File: src/rtl/core/hmac_sha1_drbg_macros.svh
// assertion macros for the drbg rtl
// no dependencies; each use sits inside a module that has aclk and aresetn
`ifndef HMAC_SHA1_DRBG_MACROS_SVH
`define HMAC_SHA1_DRBG_MACROS_SVH

// invariant that holds at every edge out of reset
`define HDRBG_CHECK(lbl, expr, msg) \
    lbl: assert property (@(posedge aclk) disable iff (!aresetn) (expr)) else $error(msg);

// same-cycle implication
`define HDRBG_IMPLIES(lbl, pre, post, msg) \
    lbl: assert property (@(posedge aclk) disable iff (!aresetn) (pre) |-> (post)) else $error(msg);

`endif

File: src/rtl/core/hdrbg_pkg.sv
// shared types and constants of the hmac-sha1 drbg
// no dependencies
package hdrbg_pkg;

    localparam logic [1:0] OP_INST   = 2'd0;
    localparam logic [1:0] OP_RESEED = 2'd1;
    localparam logic [1:0] OP_GEN    = 2'd2;

    localparam logic [1:0] KIND_BYTE   = 2'd0;
    localparam logic [1:0] KIND_DONE   = 2'd1;
    localparam logic [1:0] KIND_REJECT = 2'd2;

    localparam logic [7:0] IPAD_BYTE = 8'h36;
    localparam logic [7:0] OPAD_BYTE = 8'h5c;

    localparam logic [159:0] SHA_IV =
        160'h67452301_efcdab89_98badcfe_10325476_c3d2e1f0;
    localparam logic [159:0] V_RESET = {20{8'h01}};

    // controller to datapath
    typedef struct packed {
        logic       hinit;
        logic       msg_begin;
        logic       pad_blk;
        logic       opad;
        logic       src_dig;
        logic       sep_en;
        logic       sep_val;
        logic       use_seed;
        logic       load_go;
        logic       comp_go;
        logic       save_dig;
        logic       wr_k;
        logic       wr_v;
        logic       preset;
        logic       seed_wr;
        logic       seed_clr;
        logic       out_en;
        logic [4:0] out_idx;
    } cmd_t;

    // datapath to controller
    typedef struct packed {
        logic load_done;
        logic comp_done;
        logic more;
        logic seed_full;
        logic seed_empty;
        logic seed_ovf;
    } sts_t;

    // byte idx of a 160-bit big-endian value
    function automatic logic [7:0] pick_byte(input logic [159:0] w, input logic [4:0] idx);
        logic [159:0] s;
        s = w << {idx, 3'b000};
        return s[159:152];
    endfunction

endpackage

File: src/rtl/core/hdrbg_ram.sv
// generic single-write, single-read ram with registered read
// no dependencies
module hdrbg_ram #(
    parameter int WIDTH = 8,
    parameter int DEPTH = 128
) (
    input  logic                                    aclk,
    input  logic                                    we,
    input  logic [(DEPTH > 1 ? $clog2(DEPTH) : 1)-1:0] waddr,
    input  logic [WIDTH-1:0]                        wdata,
    input  logic [(DEPTH > 1 ? $clog2(DEPTH) : 1)-1:0] raddr,
    output logic [WIDTH-1:0]                        rdata
);
    logic [WIDTH-1:0] mem [DEPTH];

    always_ff @(posedge aclk) begin
        if (we) begin
            mem[waddr] <= wdata;
        end
        rdata <= mem[raddr];
    end
endmodule

File: src/rtl/core/hdrbg_sha1.sv
// sha-1 compression unit, one round per cycle, holds the chaining value
// depends on hdrbg_pkg
module hdrbg_sha1 (
    input  logic         aclk,
    input  logic         aresetn,
    input  logic         init,
    input  logic         start,
    input  logic [511:0] block,
    output logic         done,
    output logic [159:0] digest
);
    import hdrbg_pkg::*;

    logic [159:0] h_reg;
    logic [31:0]  a_reg, b_reg, c_reg, d_reg, e_reg;
    logic [31:0]  w_reg [16];
    logic [6:0]   rnd_reg;
    logic         busy_reg, done_reg;
    logic [31:0]  f, k, t, w_new, w_x;

    always_comb begin
        if (rnd_reg < 7'd20) begin
            f = (b_reg & c_reg) | (~b_reg & d_reg);
            k = 32'h5a827999;
        end else if (rnd_reg < 7'd40) begin
            f = b_reg ^ c_reg ^ d_reg;
            k = 32'h6ed9eba1;
        end else if (rnd_reg < 7'd60) begin
            f = (b_reg & c_reg) | (b_reg & d_reg) | (c_reg & d_reg);
            k = 32'h8f1bbcdc;
        end else begin
            f = b_reg ^ c_reg ^ d_reg;
            k = 32'hca62c1d6;
        end
        t     = {a_reg[26:0], a_reg[31:27]} + f + e_reg + k + w_reg[0];
        w_x   = w_reg[13] ^ w_reg[8] ^ w_reg[2] ^ w_reg[0];
        w_new = {w_x[30:0], w_x[31]};
    end

    always_ff @(posedge aclk) begin
        if (!aresetn) begin
            busy_reg <= 1'b0;
            done_reg <= 1'b0;
            rnd_reg  <= '0;
            h_reg    <= SHA_IV;
        end else begin
            done_reg <= 1'b0;
            if (init) begin
                h_reg <= SHA_IV;
            end
            if (start) begin
                busy_reg <= 1'b1;
                rnd_reg  <= '0;
                {a_reg, b_reg, c_reg, d_reg, e_reg} <= h_reg;
                for (int i = 0; i < 16; i++) begin
                    w_reg[i] <= block[511-32*i -: 32];
                end
            end else if (busy_reg) begin
                if (rnd_reg == 7'd80) begin
                    // feed-forward into the chaining value
                    h_reg <= {h_reg[159:128] + a_reg, h_reg[127:96] + b_reg,
                              h_reg[95:64] + c_reg, h_reg[63:32] + d_reg,
                              h_reg[31:0] + e_reg};
                    busy_reg <= 1'b0;
                    done_reg <= 1'b1;
                end else begin
                    a_reg <= t;
                    b_reg <= a_reg;
                    c_reg <= {b_reg[1:0], b_reg[31:2]};
                    d_reg <= c_reg;
                    e_reg <= d_reg;
                    for (int i = 0; i < 15; i++) begin
                        w_reg[i] <= w_reg[i+1];
                    end
                    w_reg[15] <= w_new;
                    rnd_reg   <= rnd_reg + 7'd1;
                end
            end
        end
    end

    assign done   = done_reg;
    assign digest = h_reg;
endmodule

File: src/rtl/core/hdrbg_dp.sv
// drbg datapath: key and value registers, seed store, block builder, sha-1 unit
// depends on hdrbg_pkg, hdrbg_ram, hdrbg_sha1
module hdrbg_dp #(
    parameter int MAX_SEED_BYTES = 128
) (
    input  logic              aclk,
    input  logic              aresetn,
    input  hdrbg_pkg::cmd_t   cmd,
    input  logic [7:0]        seed_byte,
    output hdrbg_pkg::sts_t   sts,
    output logic [7:0]        out_byte
);
    import hdrbg_pkg::*;

    localparam int AW = (MAX_SEED_BYTES > 1) ? $clog2(MAX_SEED_BYTES) : 1;
    localparam int LW = $clog2(MAX_SEED_BYTES + 1);
    localparam int PW = $clog2(MAX_SEED_BYTES + 101);
    localparam int BW = PW + 3;

    logic [159:0] k_reg, v_reg, dig_reg;
    logic [LW-1:0] len_reg;
    logic          ovf_reg;
    logic [511:0]  blk_reg;
    logic [PW-1:0] p_reg;
    logic [5:0]    cnt_reg;
    logic          phase_reg, busy_reg, ldone_reg;
    logic          padblk_reg, opad_reg, srcdig_reg, sepen_reg, sepval_reg, useseed_reg;

    logic          full;
    logic [7:0]    ram_rdata;
    logic [PW-1:0] n_ext, msg_len, pad_end, len_start, seed_end;
    logic [BW-1:0] bitlen;
    logic [63:0]   blen64;
    logic [2:0]    lj;
    logic [159:0]  src;
    logic [7:0]    nbyte;
    logic          comp_done;
    logic [159:0]  digest;

    assign full = (len_reg == LW'(MAX_SEED_BYTES));

    hdrbg_ram #(.WIDTH(8), .DEPTH(MAX_SEED_BYTES)) u_seed_ram (
        .aclk  (aclk),
        .we    (cmd.seed_wr && !full && !cmd.seed_clr),
        .waddr (AW'(len_reg)),
        .wdata (seed_byte),
        .raddr (AW'(p_reg - PW'(21))),
        .rdata (ram_rdata)
    );

    hdrbg_sha1 u_sha1 (
        .aclk    (aclk),
        .aresetn (aresetn),
        .init    (cmd.hinit),
        .start   (cmd.comp_go),
        .block   (blk_reg),
        .done    (comp_done),
        .digest  (digest)
    );

    // message geometry: key pad block, or src, optional separator and seed, padding
    always_comb begin
        n_ext     = useseed_reg ? PW'(len_reg) : '0;
        msg_len   = PW'(20) + (sepen_reg ? (PW'(1) + n_ext) : '0);
        pad_end   = (msg_len + PW'(72)) & ~PW'(63);
        len_start = pad_end - PW'(8);
        seed_end  = PW'(21) + n_ext;
        bitlen    = (BW'(msg_len) + BW'(64)) << 3;
        blen64    = 64'(bitlen);
        lj        = 3'(p_reg - len_start);
        src       = srcdig_reg ? dig_reg : v_reg;
        if (padblk_reg) begin
            nbyte = (p_reg < PW'(20)) ? pick_byte(k_reg, p_reg[4:0]) : 8'h00;
            nbyte = nbyte ^ (opad_reg ? OPAD_BYTE : IPAD_BYTE);
        end else if (p_reg < PW'(20)) begin
            nbyte = pick_byte(src, p_reg[4:0]);
        end else if (sepen_reg && p_reg == PW'(20)) begin
            nbyte = {7'd0, sepval_reg};
        end else if (sepen_reg && p_reg < seed_end) begin
            nbyte = ram_rdata;
        end else if (p_reg == msg_len) begin
            nbyte = 8'h80;
        end else if (p_reg >= len_start) begin
            nbyte = blen64[63 - 8*lj -: 8];
        end else begin
            nbyte = 8'h00;
        end
    end

    always_ff @(posedge aclk) begin
        if (!aresetn) begin
            k_reg     <= '0;
            v_reg     <= V_RESET;
            len_reg   <= '0;
            ovf_reg   <= 1'b0;
            busy_reg  <= 1'b0;
            ldone_reg <= 1'b0;
            phase_reg <= 1'b0;
            cnt_reg   <= '0;
            p_reg     <= '0;
        end else begin
            ldone_reg <= 1'b0;
            if (cmd.seed_clr) begin
                len_reg <= '0;
                ovf_reg <= 1'b0;
            end else if (cmd.seed_wr) begin
                if (full) begin
                    ovf_reg <= 1'b1;
                end else begin
                    len_reg <= len_reg + LW'(1);
                end
            end
            if (cmd.preset) begin
                k_reg <= '0;
                v_reg <= V_RESET;
            end
            if (cmd.wr_k) begin
                k_reg <= digest;
            end
            if (cmd.wr_v) begin
                v_reg <= digest;
            end
            if (cmd.save_dig) begin
                dig_reg <= digest;
            end
            if (cmd.msg_begin) begin
                p_reg       <= '0;
                padblk_reg  <= cmd.pad_blk;
                opad_reg    <= cmd.opad;
                srcdig_reg  <= cmd.src_dig;
                sepen_reg   <= cmd.sep_en;
                sepval_reg  <= cmd.sep_val;
                useseed_reg <= cmd.use_seed;
            end
            if (cmd.load_go) begin
                busy_reg  <= 1'b1;
                phase_reg <= 1'b0;
                cnt_reg   <= '0;
            end else if (busy_reg) begin
                // phase 0 presents the ram address, phase 1 takes the byte
                phase_reg <= !phase_reg;
                if (phase_reg) begin
                    blk_reg <= {blk_reg[503:0], nbyte};
                    p_reg   <= p_reg + PW'(1);
                    cnt_reg <= cnt_reg + 6'd1;
                    if (cnt_reg == 6'd63) begin
                        busy_reg  <= 1'b0;
                        ldone_reg <= 1'b1;
                    end
                end
            end
        end
    end

    assign sts.load_done  = ldone_reg;
    assign sts.comp_done  = comp_done;
    assign sts.more       = (p_reg < pad_end);
    assign sts.seed_full  = full;
    assign sts.seed_empty = (len_reg == '0);
    assign sts.seed_ovf   = ovf_reg;
    assign out_byte = cmd.out_en ? pick_byte(v_reg, cmd.out_idx) : 8'h00;
endmodule

File: src/rtl/core/hdrbg_ctrl.sv
// drbg sequencer: handshakes, hmac block sequencing, update rounds, output bytes
// depends on hdrbg_pkg and hmac_sha1_drbg_macros.svh
`include "hmac_sha1_drbg_macros.svh"
module hdrbg_ctrl #(
    parameter int MAX_REQUEST_BYTES = 64
) (
    input  logic            aclk,
    input  logic            aresetn,
    input  logic            s_tvalid,
    output logic            s_tready,
    input  logic [1:0]      s_op,
    input  logic            s_has_byte,
    input  logic            s_last,
    input  logic [6:0]      s_byte_count,
    output logic            m_tvalid,
    input  logic            m_tready,
    output logic [1:0]      m_kind,
    output logic            m_final,
    output hdrbg_pkg::cmd_t cmd,
    input  hdrbg_pkg::sts_t sts
);
    import hdrbg_pkg::*;

    localparam logic [2:0] ST_IDLE   = 3'd0;
    localparam logic [2:0] ST_HBEGIN = 3'd1;
    localparam logic [2:0] ST_LWAIT  = 3'd2;
    localparam logic [2:0] ST_CWAIT  = 3'd3;
    localparam logic [2:0] ST_HDONE  = 3'd4;
    localparam logic [2:0] ST_OUT    = 3'd5;
    localparam logic [2:0] ST_RES    = 3'd6;

    localparam logic [1:0] JOB_UPD_K = 2'd0;
    localparam logic [1:0] JOB_UPD_V = 2'd1;
    localparam logic [1:0] JOB_GEN_V = 2'd2;

    logic [2:0] state_reg, state_next;
    logic [1:0] job_reg, job_next;
    logic       outer_reg, outer_next, padblk_reg, padblk_next;
    logic       round_reg, round_next, useseed_reg, useseed_next;
    logic       seeding_reg, seeding_next;
    logic [1:0] kind_reg, kind_next;
    logic [6:0] rem_reg, rem_next, req;
    logic [4:0] bi_reg, bi_next;

    always_comb begin
        cmd          = '0;
        state_next   = state_reg;
        job_next     = job_reg;
        outer_next   = outer_reg;
        padblk_next  = padblk_reg;
        round_next   = round_reg;
        useseed_next = useseed_reg;
        seeding_next = seeding_reg;
        kind_next    = kind_reg;
        rem_next     = rem_reg;
        bi_next      = bi_reg;
        s_tready     = 1'b0;
        m_tvalid     = 1'b0;
        m_kind       = KIND_BYTE;
        m_final      = 1'b0;
        req = (s_byte_count > 7'(MAX_REQUEST_BYTES)) ? 7'(MAX_REQUEST_BYTES) : s_byte_count;
        cmd.out_idx  = bi_reg;
        unique case (state_reg)
            ST_IDLE: begin
                s_tready = 1'b1;
                if (s_tvalid) begin
                    outer_next = 1'b0;
                    round_next = 1'b0;
                    job_next   = JOB_UPD_K;
                    if (s_op == OP_INST || s_op == OP_RESEED) begin
                        cmd.seed_wr = s_has_byte;
                        if (s_last) begin
                            if (sts.seed_ovf || (s_has_byte && sts.seed_full)) begin
                                cmd.seed_clr = 1'b1;
                                kind_next    = KIND_REJECT;
                                state_next   = ST_RES;
                            end else begin
                                cmd.preset   = (s_op == OP_INST);
                                useseed_next = 1'b1;
                                seeding_next = 1'b1;
                                state_next   = ST_HBEGIN;
                            end
                        end
                    end else if (s_op == OP_GEN) begin
                        useseed_next = 1'b0;
                        seeding_next = 1'b0;
                        state_next   = ST_HBEGIN;
                        if (req != 7'd0) begin
                            rem_next = req;
                            bi_next  = '0;
                            job_next = JOB_GEN_V;
                        end
                    end
                end
            end
            ST_HBEGIN: begin
                cmd.hinit     = 1'b1;
                cmd.msg_begin = 1'b1;
                cmd.pad_blk   = 1'b1;
                cmd.opad      = outer_reg;
                cmd.load_go   = 1'b1;
                padblk_next   = 1'b1;
                state_next    = ST_LWAIT;
            end
            ST_LWAIT: begin
                if (sts.load_done) begin
                    cmd.comp_go = 1'b1;
                    state_next  = ST_CWAIT;
                end
            end
            ST_CWAIT: begin
                if (sts.comp_done) begin
                    if (padblk_reg) begin
                        padblk_next   = 1'b0;
                        cmd.msg_begin = 1'b1;
                        cmd.src_dig   = outer_reg;
                        cmd.sep_en    = !outer_reg && (job_reg == JOB_UPD_K);
                        cmd.sep_val   = round_reg;
                        cmd.use_seed  = useseed_reg;
                        cmd.load_go   = 1'b1;
                        state_next    = ST_LWAIT;
                    end else if (sts.more) begin
                        cmd.load_go = 1'b1;
                        state_next  = ST_LWAIT;
                    end else if (!outer_reg) begin
                        cmd.save_dig = 1'b1;
                        outer_next   = 1'b1;
                        state_next   = ST_HBEGIN;
                    end else begin
                        cmd.wr_k   = (job_reg == JOB_UPD_K);
                        cmd.wr_v   = (job_reg != JOB_UPD_K);
                        outer_next = 1'b0;
                        state_next = ST_HDONE;
                    end
                end
            end
            ST_HDONE: begin
                priority if (job_reg == JOB_UPD_K) begin
                    job_next   = JOB_UPD_V;
                    state_next = ST_HBEGIN;
                end else if (job_reg == JOB_GEN_V) begin
                    state_next = ST_OUT;
                end else if (!round_reg && useseed_reg && !sts.seed_empty) begin
                    // second round with separator one for a non-empty seed
                    round_next = 1'b1;
                    job_next   = JOB_UPD_K;
                    state_next = ST_HBEGIN;
                end else if (seeding_reg) begin
                    cmd.seed_clr = 1'b1;
                    kind_next    = KIND_DONE;
                    state_next   = ST_RES;
                end else begin
                    state_next = ST_IDLE;
                end
            end
            ST_OUT: begin
                m_tvalid   = 1'b1;
                m_final    = (rem_reg == 7'd1);
                cmd.out_en = 1'b1;
                if (m_tready) begin
                    if (rem_reg == 7'd1) begin
                        job_next     = JOB_UPD_K;
                        round_next   = 1'b0;
                        useseed_next = 1'b0;
                        seeding_next = 1'b0;
                        state_next   = ST_HBEGIN;
                    end else begin
                        rem_next = rem_reg - 7'd1;
                        if (bi_reg == 5'd19) begin
                            bi_next    = '0;
                            job_next   = JOB_GEN_V;
                            state_next = ST_HBEGIN;
                        end else begin
                            bi_next = bi_reg + 5'd1;
                        end
                    end
                end
            end
            ST_RES: begin
                m_tvalid = 1'b1;
                m_kind   = kind_reg;
                m_final  = 1'b1;
                if (m_tready) begin
                    state_next = ST_IDLE;
                end
            end
            default: begin
                state_next = ST_IDLE;
            end
        endcase
    end

    always_ff @(posedge aclk) begin
        if (!aresetn) begin
            state_reg   <= ST_IDLE;
            job_reg     <= JOB_UPD_K;
            outer_reg   <= 1'b0;
            padblk_reg  <= 1'b0;
            round_reg   <= 1'b0;
            useseed_reg <= 1'b0;
            seeding_reg <= 1'b0;
            kind_reg    <= KIND_DONE;
            rem_reg     <= '0;
            bi_reg      <= '0;
        end else begin
            state_reg   <= state_next;
            job_reg     <= job_next;
            outer_reg   <= outer_next;
            padblk_reg  <= padblk_next;
            round_reg   <= round_next;
            useseed_reg <= useseed_next;
            seeding_reg <= seeding_next;
            kind_reg    <= kind_next;
            rem_reg     <= rem_next;
            bi_reg      <= bi_next;
        end
    end

    `HDRBG_CHECK(a_one_side, !(s_tready && m_tvalid), "input taken while a word is pending")
    `HDRBG_CHECK(a_go_excl, !(cmd.load_go && cmd.comp_go), "load and compress started together")
    `HDRBG_IMPLIES(a_load_wait, sts.load_done, state_reg == ST_LWAIT, "block load ended unexpected")
    `HDRBG_IMPLIES(a_comp_wait, sts.comp_done, state_reg == ST_CWAIT, "compression ended unexpected")
endmodule

File: src/rtl/core/hmac_sha1_drbg.sv
// top level of the hmac-sha1 drbg: stream ports, sequencer and datapath
// depends on hdrbg_pkg, hdrbg_ctrl, hdrbg_dp
//
// hmac_drbg over sha-1 without additional input or prediction resistance.
// seed words (tuser 0 instantiate, 1 reseed) are taken back to back and
// buffered; the word with tlast seeds the generator and answers one status
// word (tuser 1 done, 2 rejected because the seed overran the buffer).
// a generate word (tuser 2) returns the requested number of random bytes,
// capped at MAX_REQUEST_BYTES, the last one flagged with tlast, then
// refreshes k and v internally. timing is set by the single sha-1 unit:
// every 64-byte block is assembled byte by byte, with an address phase and
// a take phase per byte since the seed ram read is registered, and then
// compressed. one hmac of a 20-byte value is four blocks; a seeding update
// costs two hmacs per round (one round for an empty seed, two otherwise,
// a longer seed adding blocks to the k hmacs), and a generate costs one
// hmac per 20 output bytes plus a one-round update at the end. while that
// work runs the block takes no new word.
module hmac_sha1_drbg #(
    parameter int MAX_SEED_BYTES    = 128,
    parameter int MAX_REQUEST_BYTES = 64
) (
    input  logic        aclk,
    input  logic        aresetn,
    input  logic        s_tvalid,
    output logic        s_tready,
    input  logic [15:0] s_tdata,   // data_byte [7:0], has_byte [8], byte_count [15:9]
    input  logic        s_tlast,   // seed_last
    input  logic [1:0]  s_tuser,   // op
    output logic        m_tvalid,
    input  logic        m_tready,
    output logic [7:0]  m_tdata,   // out_byte [7:0]
    output logic        m_tlast,   // final_res
    output logic [1:0]  m_tuser    // kind
);
    import hdrbg_pkg::*;

    cmd_t cmd;
    sts_t sts;

    // sequencer: handshakes and the hmac block schedule
    hdrbg_ctrl #(.MAX_REQUEST_BYTES(MAX_REQUEST_BYTES)) u_ctrl (
        .aclk         (aclk),
        .aresetn      (aresetn),
        .s_tvalid     (s_tvalid),
        .s_tready     (s_tready),
        .s_op         (s_tuser),
        .s_has_byte   (s_tdata[8]),
        .s_last       (s_tlast),
        .s_byte_count (s_tdata[15:9]),
        .m_tvalid     (m_tvalid),
        .m_tready     (m_tready),
        .m_kind       (m_tuser),
        .m_final      (m_tlast),
        .cmd          (cmd),
        .sts          (sts)
    );

    // datapath: k, v, seed store and the sha-1 unit
    hdrbg_dp #(.MAX_SEED_BYTES(MAX_SEED_BYTES)) u_dp (
        .aclk      (aclk),
        .aresetn   (aresetn),
        .cmd       (cmd),
        .seed_byte (s_tdata[7:0]),
        .sts       (sts),
        .out_byte  (m_tdata)
    );
endmodule
File: config.mk
export PLATFORM = sky130hd
export DESIGN_NAME = hmac_sha1_drbg
export DESIGN_NICKNAME = d
export VERILOG_FILES = /design/src/rtl/core/hdrbg_pkg.sv /design/src/rtl/core/hdrbg_ram.sv /design/src/rtl/core/hdrbg_sha1.sv /design/src/rtl/core/hdrbg_dp.sv /design/src/rtl/core/hdrbg_ctrl.sv /design/src/rtl/core/hmac_sha1_drbg.sv
export VERILOG_INCLUDE_DIRS = /design/src /design/src/rtl/core
export SDC_FILE = /design/constraint.sdc
export NUM_CORES = 2
export LEC_CHECK = 0
export BUFFER_PORTS_ARGS = -buffer_cell sky130_fd_sc_hd__buf_2
export CAP_MARGIN = 20
export CORE_ASPECT_RATIO = 0.6
export CORE_MARGIN = 4
export CORE_UTILIZATION = 40
export DETAILED_ROUTE_END_ITERATION = 10
export MAX_ROUTING_LAYER = met4
export PLACE_DENSITY = 0.6
export SLEW_MARGIN = 20
export SYNTH_ARGS = -nofsm -noshare
export SYNTH_HDL_FRONTEND = slang
export SYNTH_SLANG_ARGS = --single-unit
export TNS_END_PERCENT = 1
File: constraint.sdc
create_clock -name aclk -period 39.8 [get_ports aclk]
set_input_delay 1.99 -clock aclk [delete_from_list [all_inputs] [get_ports aclk]]
set_output_delay 1.99 -clock aclk [all_outputs]
set_load 0.01 [all_outputs]
== Word-level counts from Yosys, hierarchy flattened ==
Memories as Yosys holds them, arrays and structs flattened. A register that Yosys moved wholly into a read port is not among the register bits.
Cells that the tools add are included.

* $add $sub $neg: 24
* Multipliers: 0
* Div/mod/pow operators: 0
* Order comparisons: 8
* Eq/ne operators: 43
* Shift operators: 4
* Muxes and demuxes: 186
* Bitwise gates (word level): 37
* Reduce and logical (&&, ||, !) cells: 53

{| class="wikitable"
|+ Operator list
! cell !! number
|-
| $mux W160 || 9
|-
| $mux W32 || 36
|-
| $shl A160 B8 Y160 || 3
|-
| $add A32 B32 Y32 || 9
|-
| $xor A32 B32 Y32 || 5
|-
| $and A32 B32 Y32 || 4
|-
| $mux W8 || 14
|-
| $or A32 B32 Y32 || 3
|-
| $mux W3 || 24
|-
| $shiftx A71 B33 Y8 || 1
|-
| $mux W7 || 8
|-
| $mux W1 || 52
|-
| $mux W2 || 22
|-
| $mux W5 || 7
|-
| $not A32 Y32 || 1
|-
| $mux W31 || 1
|-
| $ne A2 B2 Y1 const B || 12
|-
| $pmux W3 S7 || 1
|-
| $reduce_and A7 Y1 || 3
|-
| $ne A2 B1 Y1 const B || 9
|-
| $add A5 B8 Y8 const A || 2
|-
| $add A8 B1 Y8 const B || 2
|-
| $add A8 B7 Y8 const B || 2
|-
| $lt A8 B8 Y1 || 2
|-
| 57 further kinds || 123
|}

* Register bits: 1376
* Bits in latches: 0
* RAM bits: 1536
* Bits in read-only memories: 0
* Input port bits: 23
* Output and inout port bits: 13
* Logic and storage cells: 392
* Memories kept: 2

{| class="wikitable"
|+ Memory list
! memory !! words !! bits a word !! read ports !! clocked after memory_dff !! write ports !! line !! RTL
|-
| u_dp.u_seed_ram.mem || 128 || 8 || 1 || 1 || 1 || hdrbg_ram.sv:14 || <nowiki>logic [WIDTH-1:0] mem [DEPTH];</nowiki>
|-
| u_dp.u_sha1.w_reg || 16 || 32 || 16 || 0 || 16 || hdrbg_sha1.sv:16 || <nowiki>logic [31:0] w_reg [16];</nowiki>
|}

== Depth between registers and ports, before layout ==
* Depth after elaboration: 15
* Gate-level depth with buffers: 26
* Depth with buffers taken out: 24

== Modules after synthesis ==
Synthesis repeated with hierarchy kept, for this count alone.

* Cell total of the unflattened synthesis: 8562
* Area total of the unflattened synthesis: 129424.1 um^2

{| class="wikitable"
|+ Modules (own cells, without submodules)
! module !! instances !! cells each !! area an instance (um^2)
|-
| hdrbg_sha1 || 1 || 3878 || 47184.0
|-
| hdrbg_dp || 1 || 2821 || 40929.3
|-
| hdrbg_ram || 1 || 1634 || 39656.8
|-
| hdrbg_ctrl || 1 || 229 || 1654.1
|}

== Least setup slack after synthesis ==
Ideal clock, no wire load.

* Kind: register to register
* Start: reg u_dp.useseed_reg
* End: reg u_dp.ldone_reg
* Setup time: 0.207 ns
* Arrival time: 39.939 ns
* Required time: 39.593 ns
* Path slack: -0.346 ns
* Cell stages (with the launch flop): 23
* Period minus slack after synthesis: 40.146 ns
* Path through: edfxtp_1 buf_4 inv_1 nor2_1 ha_1 xnor2_2 nand2_2 inv_1 ha_1 o21bai_1 nand2_1 xor2_1 a221oi_1 nor3_2 nor2_1 xor2_1 ha_1 nor2b_1 o21bai_1 nand2_1 a21oi_1 nor3_1 and2_1

* Longest elaborated chain between the ends: 11

{| class="wikitable"
|+ RTL lines
! item !! line !! RTL
|-
| start: declaration || hdrbg_dp.sv:27 || <nowiki>logic padblk_reg, opad_reg, srcdig_reg, sepen_reg, sepval_reg, useseed_reg;</nowiki>
|-
| start signal: assignment || hdrbg_dp.sv:133 || <nowiki>useseed_reg <= cmd.use_seed;</nowiki>
|-
| $mux W8 || hdrbg_dp.sv:63 || <nowiki>n_ext = useseed_reg ? PW'(len_reg) : '0;</nowiki>
|-
| $add A1 B8 Y8 || hdrbg_dp.sv:64 || <nowiki>msg_len = PW'(20) + (sepen_reg ? (PW'(1) + n_ext) : '0);</nowiki>
|-
| $mux W8 || hdrbg_dp.sv:64 ||
|-
| $add A5 B8 Y8 || hdrbg_dp.sv:64 ||
|-
| $add A8 B7 Y8 || hdrbg_dp.sv:65 || <nowiki>pad_end = (msg_len + PW'(72)) & ~PW'(63);</nowiki>
|-
| $lt A8 B8 Y1 || hdrbg_dp.sv:157 || <nowiki>assign sts.more = (p_reg < pad_end);</nowiki>
|-
| $mux W1 || hdrbg_ctrl.sv:122 || <nowiki>end else if (sts.more) begin</nowiki>
|-
| $mux W1 || hdrbg_ctrl.sv:113 || <nowiki>if (padblk_reg) begin</nowiki>
|-
| $mux W1 || hdrbg_ctrl.sv:112 || <nowiki>if (sts.comp_done) begin</nowiki>
|-
| $pmux W1 S2 || hdrbg_ctrl.sv:63 || <nowiki>unique case (state_reg)</nowiki>
|-
| $reduce_or A4 Y1 (no line) || n/a ||
|-
| end signal: assignment || hdrbg_dp.sv:97 || <nowiki>ldone_reg <= 1'b0;</nowiki>
|-
| end signal: assignment || hdrbg_dp.sv:102 || <nowiki>ldone_reg <= 1'b0;</nowiki>
|-
| end signal: assignment || hdrbg_dp.sv:148 || <nowiki>ldone_reg <= 1'b1;</nowiki>
|-
| end: declaration || hdrbg_dp.sv:26 || <nowiki>logic phase_reg, busy_reg, ldone_reg;</nowiki>
|}

No other way between the ends.
A chain may end at the register's enable or synchronous reset.

== Worst setup path after layout ==
* Start: reg u_dp.useseed_reg
* End: reg u_dp.blk_reg[299] (enable)

* Longest elaborated chain between the ends: 12

{| class="wikitable"
|+ RTL lines
! item !! line !! RTL
|-
| $mux W8 || hdrbg_dp.sv:63 ||
|-
| $add A1 B8 Y8 || hdrbg_dp.sv:64 ||
|-
| $mux W8 || hdrbg_dp.sv:64 ||
|-
| $add A5 B8 Y8 || hdrbg_dp.sv:64 ||
|-
| $add A8 B7 Y8 || hdrbg_dp.sv:65 ||
|-
| $lt A8 B8 Y1 || hdrbg_dp.sv:157 ||
|-
| $mux W1 || hdrbg_ctrl.sv:122 ||
|-
| $mux W1 || hdrbg_ctrl.sv:113 ||
|-
| $mux W1 || hdrbg_ctrl.sv:112 ||
|-
| $pmux W1 S2 || hdrbg_ctrl.sv:63 ||
|-
| $not A1 Y1 (no line) || n/a ||
|-
| $reduce_and A4 Y1 (no line) || n/a ||
|-
| end signal: assignment || hdrbg_dp.sv:143 || <nowiki>blk_reg <= {blk_reg[503:0], nbyte};</nowiki>
|-
| end: declaration || hdrbg_dp.sv:23 || <nowiki>logic [511:0] blk_reg;</nowiki>
|}

No other way between the ends.

==> impl_metrics.tcl <==
set metrics [dict create \
    p_leak_nw 46.4 \
    numCtsBuffers 273 \
    htree_num_levels 5 \
    drtAntennaViolNets 0 \
    grt_pass1_wl_um 535000 \
    synthTopCellsByCount "edfxtp_1 (2374), nor2_1 (756), nand2_1 (618), dfxtp_1 (546), mux2_2 (500)" \
    stdcell_area_mm2 0.140 \
    cts_root_buf "clkbuf_16" \
    start_kind "flip-flop" \
    row_count 159 \
    grt_pass1_vias 72100 \
    p_per_area_mw_per_mm2 45.1 \
    gp_congestion 0.992 \
    cp.arrival_ps 8080 \
    synthTopCellsByArea "edfxtp_1 (56%), dfxtp_1 (8.7%), mux4_2 (8.3%)" \
    hold_end "u_dp.blk_reg[323]" \
    clkLatencyLatePin_ps 870 \
    finalCriticalPeriod_ps 7620 \
    hold_violations 0 \
    holdBufCountCts 0 \
    ios 36 \
    startpoint "u_dp.useseed_reg" \
    fin_nets 8783 \
    syn_avg_cell_area_um2 15.0 \
    synth_top_area_share_pct 56.4 \
    synth-seq-area-share_pct 65.1 \
    post-dp-hpwl_um 253000 \
    relSlewSlack_pct 15.9 \
    drv_cap 0 \
    initialDrtViolationCount 10700 \
    sw_frac_of_total_pct 22.4 \
    nFillCells 27500 \
    die_area_mm2 0.325 \
    outcome "finished, final reports clean" \
    cp.required_ps 40260 \
    cts_tree "done" \
    switchingPower_mw 1.42 \
    die-width_um 733 \
    cts-resized-gates 0 \
    wl_um 375000 \
    synth_area_mm2 0.126 \
    netlist_instances 8415 \
    grt_remaining_overflow 0 \
    grt_max_degree 183 \
    r2r-start "u_dp.useseed_reg" \
    p_comb_share_pct 5.1 \
    avgViaCountPerCell 5.90 \
    synth_nets 8781 \
    rsz0062_at_grt "no" \
    clkPwrFrac_pct 42.3 \
    area_growth_pct 11.1 \
    clk_pin_slew_worst_paths_ps 60 \
    critPathMaxFanout 167 \
    critPathCaptureType "flip-flop" \
    largest_reg_flops 1024 \
    reg2reg_slack_ps 32180 \
    clock_skew_ps 71.3 \
    slew_viol_final 0 \
    wl_per_cell_um 29.2 \
    first_pass_iters 7 \
    hp-class "reg -> reg" \
    synth-edff-count 2374 \
    worstHoldPathCells 0 \
    worstReg2RegEnd "u_dp.blk_reg[299]" \
    cts_setup_buffers 0 \
    synth_flop_cell "edfxtp_1" \
    ys_ff_latch 2920 \
    min-delay-start "u_dp.blk_reg[315]" \
    seqPwrFrac_pct 52.6 \
    fmax_mhz 131 \
    grt_usage_pct 23.2 \
    p_int_mw 4.91 \
    yosysTopAreaCell "edfxtp_1" \
    tightest_slew_ps 1260 \
    async_flop_share_pct 0 \
    initial_core_util_pct 40.3 \
    drive_above_1_share_pct 18.7 \
    ir_drop_mv 0.0394 \
    via_count 75800 \
    ff2ff_path_depth 24 \
    yosys_warnings 0 \
    numPortBuffers 35 \
    cts_sinks 2920 \
    crit_type "reg -> reg" \
    setup_viol 0 \
    post-synth-top-count-cell "edfxtp_1" \
    post-route-period-util_pct 19.1 \
    yosysUniqueCellTypes 98 \
    fin_setup_tns_ps 0 \
    cts_buffer_depth 4 \
    drc 0 \
    detailed_place.area_mm2 0.131 \
    core_area_mm2 0.314 \
    antenna_found_initial 32 \
    die_h_um 443 \
]
-- kinds of logic after synthesis --
logic type / share of synthesized area [%]
simple gates: 5.87
buf+inv: 2.04
compound gates: 7.08
xor+xnor: 2.13
mux: 13.6
flops: 65.1
fa+ha+maj: 4.15
-- worst max path at each step --
stage / end / cells past startpoint
after floorplan: u_dp.u_sha1.w_reg[0][0] / 4
after global placement: u_dp.blk_reg[307] / 24
after detailed placement: u_dp.blk_reg[339] / 24
after CTS: u_dp.k_reg[22] / 27
after global routing: u_dp.blk_reg[291] / 24
final: u_dp.blk_reg[299] / 24
-- power by group through the flow --
stage | clock [mW] | combinational (mW) | sequential, mW
detailed placement | 0 | 0.318 | 3.39
global placement | 0 | 0.314 | 3.39
floorplan | 0 | 0.187 | 3.39
CTS | 2.72 | 0.318 | 3.32
finish | 2.68 | 0.322 | 3.33
global route | 2.87 | 0.337 | 3.33
-- per-layer routing --
layer  GRT usage, %  share of wire (%)  vias to the layer above
li1               -                  -                    32100
met1           36.1                 47                    39400
met2           29.8                 40                     3853
met3           6.60                 12                      498
met4           4.24                1.8                        0
met5              -                  0                        -
-- cell usage in the layout, fill, tap and decap left out, types with 32 or more instances in the layout --
master,count
ha_1,217
nand2b_1,33
a21oi_1,320
a211oi_1,32
mux4_2,468
xor2_1,99
fa_1,125
and3_1,32
o22ai_1,54
a22oi_1,306
clkbuf_16,280
nor3_1,63
clkinv_1,41
mux2_2,500
mux2i_1,101
xnor2_1,201
a21o_1,113
nand2_1,609
inv_1,218
nand3_1,72
clkbuf_1,59
dfxtp_1,540
edfxtp_1,2374
o21a_1,40
nor2b_1,37
nor2_1,750
o21ai_0,251
diode_2,38
buf_4,118
-- critical path: stages, from the launching register on --
cell      delay [ps]
edfxtp_1         500
inv_1            240
nor2_1            90
ha_1             320
xnor2_2          240
nand2_2          110
inv_1            100
ha_1             220
o21bai_1         180
nand2_1          100
xor2_1           140
a221oi_1         100
nor3_2           420
nor2_1           110
xor2_1           190
ha_1             290
nor2b_1          450
buf_4            310
o21bai_1         160
nand2_1          130
a21oi_1          170
nor3_4           250
buf_4            680
buf_12           740
buf_4            770
-- area by class of cell --
type | instances | area (um^2) | area share [%]
Antenna cell | 38 | 95.1 | 0.0678
Clock inverter | 127 | 1400 | 0.999
Inverter | 228 | 863 | 0.615
Tap cell | 4186 | 5240 | 3.73
Clock buffer | 357 | 7480 | 5.33
Multi-Input combinational cell | 4839 | 41800 | 29.8
Timing Repair Buffer | 155 | 1220 | 0.869
Sequential cell | 2920 | 82200 | 58.6
-- through the flow --
stage	power, mW	setup slack (ps)	hold slack (ps)	utilization [%]	instances
2_1_floorplan	3.58	11240	420	-	8415
3_3_place_gp	3.70	32350	422	41.9	12300
3_5_place_dp	3.71	32300	427	41.9	12300
4_1_cts	6.37	32240	417	44.7	12800
5_1_grt	6.53	31690	425	44.7	12800
6_report	6.33	32180	408	44.7	12900
Power figures use the tool's default switching activity.
